`src/rtl/core/pire_isqrt.sv`:
```
// Pipelined integer square root, one result bit per register stage.
// Uses no package items; carries a sideband vector alongside each transaction.
`default_nettype none

module pire_isqrt #(
    parameter int unsigned ROOT_W = 24,
    parameter int unsigned SIDE_W = 1
) (
    input  wire logic                  i_clk,
    input  wire logic                  i_rst_n,
    input  wire logic                  i_vld,
    input  wire logic [2*ROOT_W-1:0]   i_rad,
    input  wire logic [SIDE_W-1:0]     i_side,
    output logic                       o_vld,
    output logic [ROOT_W-1:0]          o_root,
    output logic [SIDE_W-1:0]          o_side
);

    localparam int unsigned RAD_W = 2 * ROOT_W;
    localparam int unsigned REM_W = ROOT_W + 1;
    localparam int unsigned TRY_W = ROOT_W + 3;

    logic [ROOT_W-1:0] r_vld;
    logic [REM_W-1:0]  r_rem  [ROOT_W];
    logic [ROOT_W-1:0] r_root [ROOT_W];
    logic [RAD_W-1:0]  r_rad  [ROOT_W];
    logic [SIDE_W-1:0] r_side [ROOT_W];

    logic [REM_W-1:0]  n_rem  [ROOT_W];
    logic [ROOT_W-1:0] n_root [ROOT_W];
    logic [RAD_W-1:0]  n_rad  [ROOT_W];

    always_comb begin
        logic [REM_W-1:0]  p_rem;
        logic [ROOT_W-1:0] p_root;
        logic [RAD_W-1:0]  p_rad;
        logic [TRY_W-1:0]  shifted;
        logic [TRY_W:0]    diff;
        for (int i = 0; i < ROOT_W; i++) begin
            if (i == 0) begin
                p_rem  = '0;
                p_root = '0;
                p_rad  = i_rad;
            end else begin
                p_rem  = r_rem[i-1];
                p_root = r_root[i-1];
                p_rad  = r_rad[i-1];
            end
            shifted = {p_rem, p_rad[RAD_W-1 -: 2]};
            diff    = {1'b0, shifted} - {2'b00, p_root, 2'b01};
            // keep the trial when it does not borrow
            if (!diff[TRY_W]) begin
                n_rem[i]  = diff[REM_W-1:0];
                n_root[i] = {p_root[ROOT_W-2:0], 1'b1};
            end else begin
                n_rem[i]  = shifted[REM_W-1:0];
                n_root[i] = {p_root[ROOT_W-2:0], 1'b0};
            end
            n_rad[i] = p_rad << 2;
        end
    end

    always_ff @(posedge i_clk) begin
        if (!i_rst_n) begin
            r_vld <= '0;
        end else begin
            r_vld <= {r_vld[ROOT_W-2:0], i_vld};
        end
    end

    always_ff @(posedge i_clk) begin
        for (int i = 0; i < ROOT_W; i++) begin
            r_rem[i]  <= n_rem[i];
            r_root[i] <= n_root[i];
            r_rad[i]  <= n_rad[i];
            if (i == 0) begin
                r_side[i] <= i_side;
            end else begin
                r_side[i] <= r_side[i-1];
            end
        end
    end

    assign o_vld  = r_vld[ROOT_W-1];
    assign o_root = r_root[ROOT_W-1];
    assign o_side = r_side[ROOT_W-1];

endmodule

`default_nettype wire

```
`config.mk`:
```
export PLATFORM = sky130hd
export DESIGN_NAME = pire_isqrt
export DESIGN_NICKNAME = d
export VERILOG_FILES = /design/src/rtl/core/pire_isqrt.sv
export SDC_FILE = /design/constraint.sdc
export NUM_CORES = 2
export LEC_CHECK = 0
export BUFFER_PORTS_ARGS = -buffer_cell sky130_fd_sc_hd__buf_2
export CAP_MARGIN = 20
export CELL_PAD_IN_SITES_DETAIL_PLACEMENT = 1
export CELL_PAD_IN_SITES_GLOBAL_PLACEMENT = 2
export CORE_MARGIN = 1.5
export CORE_UTILIZATION = 45
export CTS_CLUSTER_SIZE = 30
export DETAILED_ROUTE_END_ITERATION = 6
export PLACE_DENSITY = 0.9
export SLEW_MARGIN = 15
export SYNTH_ARGS = -nofsm -noshare
export SYNTH_HDL_FRONTEND = slang
export SYNTH_SLANG_ARGS = --single-unit
```
`constraint.sdc`:
```
create_clock -name i_clk -period 5.75 [get_ports i_clk]
set_input_delay 0.8625 -clock i_clk [delete_from_list [all_inputs] [get_ports i_clk]]
set_output_delay 0.8625 -clock i_clk [all_outputs]
set_load 0.02 [all_outputs]
```
# [Word-level counts from Yosys, hierarchy flattened]
# Memories as Yosys holds them, arrays and structs flattened.
# Index checks and enable logic that the tools add are counted.
[word_totals] regBits=24 n_memories=4 ram_bits=2304
[mem_list] memory="r_rad" depth=24 word_bits=46 rd=23 rd_clocked_by_memory_dff=0 write_ports=24 line_no="26" text="logic [RAD_W-1:0] r_rad [ROOT_W];"
[mem_list] memory="r_rem" depth=24 word_bits=25 rd=23 rd_clocked_by_memory_dff=0 write_ports=24 line_no="24" text="logic [REM_W-1:0] r_rem [ROOT_W];"
[mem_list] memory="r_root" depth=24 word_bits=24 rd=24 rd_clocked_by_memory_dff=0 write_ports=24 line_no="25" text="logic [ROOT_W-1:0] r_root [ROOT_W];"
[mem_list] memory="r_side" depth=24 word_bits=1 rd=24 rd_clocked_by_memory_dff=0 write_ports=24 line_no="27" text="logic [SIDE_W-1:0] r_side [ROOT_W];"
[classes] n_mux=48 n_addsub=24
[op_table] operator="$sub A27 B26 Y28" count=23
[op_table] operator="$mux W25" count=24
[op_table] operator="$mux W1" count=24
[op_table] operator="$sub A2 B1 Y3 const B" count=1

# [Logic depth before layout (Yosys ltp)]
# An unclocked memory read counts as a cell.
[depth] ltp_word=3 ltp_mapped=13 ltp_nobuf=12

# [Worst setup path before layout]
# Ideal clock, no wire load.
[synth_path] path_type="register to register" from="memory r_root[15][3], in the netlist r_root[1][171]" to="memory r_rem[2][1] (netlist name)" arrival_ns=2.893 t_required_ns=5.680 setup_time_ns=0.070 path_buffers=2 path_slack_ns=2.787 path_stages_with_launch=13 cell_sequence="dfxtp_1 inv_1 ha_1 a21o_1 a21o_1 a21oi_1 a21oi_1 a31oi_1 a31oi_1 or4_1 clkbuf_1 clkbuf_1 a21oi_1"
[synth_lines] item="start, declared" line_no="25"
[synth_lines] item="end, declared" line_no="24"

==> reports/qor.yml <==
synth:
  synth_xor_area_frac: 0.0733
  synth_compound_area_frac: 0.111
  synth_cells: 4730
  synth_area_um2: 49800
  ys.flop_type: "dfxtp_1"
  async_reset_ff_frac: 0
  synth.area.top_cells: "dfxtp_1, ha_1, xnor2_1"
  ys_top_cells_by_count: "dfxtp_1, inv_1, nor2_1"
  synth_top_family_by_area: "simple AND/OR/NAND/NOR gates"
  synth.avg_cell_area_um2: 10.5
  synth-seq-cells: 1433
  ys_seq_area_frac: 0.576
  yosys-mux-area-fraction: 0.0155
  synth_cell_type_count: 80
  synth_top_area_frac: 0.576
  yosys_warnings: 0
  synth_top_area_cell: "dfxtp_1"
  synth-edff-count: 0
  yosysMostFrequentCell: "dfxtp_1"
  synth_fa_ha_area_frac: 0.0748
  synth-simple-area-share: 0.115
sta:
  clock.fmax_mhz: 259
  worstMarginPinSlew_ns: 1.01
  rsz0062_at_grt: "false"
  slew_violations: 0
  skew_ns: 0.0187
  maxSlewHeadroom: 0.328
  tns_ns: 0
  setup_violations: 0
  finalCritPeriodShare: 0.673
  hold_slack_ns: 0.215
  min_period_ns: 3.87
  hold_viol_final: 0
  fin_ws_ns: 1.88
layout:
  diodes: 0
  drive_gt1_frac: 0.0886
  fillers: 11900
  syn2layout_area_growth_pct: 14.2
  nets: 5251
floorplanning:
  die_h_um: 336
  coreArea_um2: 109000
  initial_core_util: 0.456
  die_w_um: 336
  design.die.area_um2: 113000
  pin_count: 78
  num_rows: 121
placed_design:
  io_buffers: 77
  gp_congestion: 0.828
  post-place-ws_ns: 1.94
  dp_hpwl_mm: 69.8
clock_network:
  cts.sinks: 1433
  htree_levels: 4
  cts_buffers: 146
  root_buffer: "clkbuf_16"
  post_cts_buffers: 0
  clk_path_buf_depth: 3
  insertion_delay_ns: 0.74
  tritoncts: "yes"
  ctsHoldBuffers: 0
  cts.clk_slew.worst_paths_ns: 0.06
  cts_resized: 0
worst_setup_path:
  crit_chain: "inv_1, ha_1, o21a_1, o21a_1, o2111ai_1, a21oi_1, nor4b_1, nor4_2, buf_4, clkinv_1, nor4bb_1, nand3_1, xnor2_1"
  cp_common_cell: "o21a_1"
  slowest_stage: "nor4bb_1"
  critical_path_class: "reg -> reg"
  path_max_fanout: 19
  start_kind: "register"
  crit_required_ns: 6.36
  worst_setup_path_end_kind: "register"
  cp.arrival_ns: 4.48
  cpPeakStageDelay_ns: 0.76
global_routing:
  antenna_found_initial: 1
  grt_pass1_wl_mm: 163
  grt-ovfl-total: 0
  grt_start_max_net_pins: 41
  grt.total_usage: 0.175
  grt_pass1_vias: 33800
detailed_routing:
  viasPerCell: 4.97
  wl_per_cell_um: 15.0
  ant_nets: 0
  vias: 32300
  drt_iter0_drc: 1036
  firstDrtPassIters: 4
  drc: 0
  wirelength_mm: 97.6
worst_hold_path:
  hold_class: "in -> reg"
run:
  maxCapViolCount: 0
pwr:
  pwr_density_cell_nw_per_um2: 478
  vdd_drop_max_uv: 316
  p_leak_nw: 26.9
run_status:
  outcome: "complete, no violations"
-- path summary, 6_finish.rpt --
path / startpoint / to / slack, ns / depth (start not counted)
hold reg to reg: r_rad[1][81] / r_rad[1][129] / 0.31 / 0
setup reg to reg: r_root[1][72] / r_rem[1][122] / 1.88 / 13
hold / removal: i_rad[12] / r_rad[0][12] / 0.21 / 1
setup / recovery: r_root[1][72] / r_rem[1][122] / 1.88 / 13
-- metal layers --
| metal | GRT usage | wire [um] | vias to the layer above | share of wire |
|---|---|---|---|---|
| met3 | 0.0310 | 2770 | 184 | 0.028 |
| met4 | 0.0600 | 2520 | 2 | 0.026 |
| li1 | - | - | 16400 | - |
| met5 | 0 | 13 | - | 0.00013 |
| met2 | 0.310 | 47700 | 315 | 0.49 |
| met1 | 0.212 | 44600 | 15400 | 0.46 |
-- logic make-up (layout without fill, tap and decap cells) --
| group | Yosys count | after routing |
|---|---|---|
| fa+ha+maj | 298 | 298 |
| compound gates | 904 | 904 |
| simple gates | 1149 | 1149 |
| mux | 69 | 69 |
| xor+xnor | 417 | 417 |
| flops | 1433 | 1433 |
| buf+inv | 459 | 742 |
| other cells | 1 | 2 |
-- stage by stage --
step / cells / cell area, um2 / power [mW] / util
floorplan: 4731 / 49800 / 16.4 / -
finish: 6490 / 56900 / 27.2 / 0.521
CTS: 6490 / 56900 / 27.6 / 0.521
detailed placement: 6229 / 52000 / 17.7 / 0.475
global route: 6490 / 56900 / 28.8 / 0.521
global placement: 6229 / 52000 / 17.6 / 0.475
-- power breakdown --
group / internal, mW / total, mW / switching, mW
Clock: 5.76 / 9.60 / 3.83
Sequential: 11.6 / 12.8 / 1.16
Combinational: 2.23 / 4.82 / 2.59
Total: 19.6 / 27.2 / 7.58
-- layout make-up --
type                       count  area, um2  share of cell area
clock buffer                 200       4200              0.0737
clock inverter                61        781              0.0137
inverter                     387       1450              0.0255
multi-input combinational   2839      19500               0.342
sequential                  1433      28700               0.504
tap                         1476       1850              0.0324
timing repair buffer          94        513             0.00901
-- state kept, by name (all words and copies together) (netlist names) --
name,count
r_side,24
r_vld,24
r_root,300
r_rad,552
r_rem,533
-- worst max-delay path: cells and delay by family, from the launching register on --
kind,cells,cell delay (ns)
and+or+nand+nor,4,1.58
AOI/OAI and AO/OA,4,0.82
adders and majority gates,1,0.31
DFF,1,0.32
buffers and inverters,3,0.54
xor gates and xnor gates,1,0.17
-- layout by cell type, fill, tap and decap left out, types with 29 or more instances in the layout --
| cell | Yosys | final |
|---|---|---|
| mux2_2 | 64 | 64 |
| nand2_1 | 245 | 245 |
| nor3_1 | 104 | 104 |
| and2_1 | 42 | 42 |
| o21a_1 | 65 | 65 |
| ha_1 | 298 | 298 |
| a21oi_1 | 303 | 301 |
| a211oi_1 | 32 | 32 |
| nand2b_1 | 80 | 80 |
| clkbuf_8 | 0 | 30 |
| o21ai_0 | 234 | 232 |
| inv_1 | 384 | 384 |
| clkbuf_16 | 0 | 148 |
| or4_1 | 29 | 29 |
| or3_1 | 54 | 54 |
| buf_2 | 3 | 77 |
| nor2b_1 | 39 | 39 |
| xor2_1 | 203 | 203 |
| nor4_1 | 53 | 52 |
| nor2_1 | 335 | 334 |
| nand3_1 | 51 | 51 |
| xnor2_1 | 214 | 214 |
| a21o_1 | 84 | 84 |
| dfxtp_1 | 1433 | 1433 |
Power figures use the tool's default switching activity.
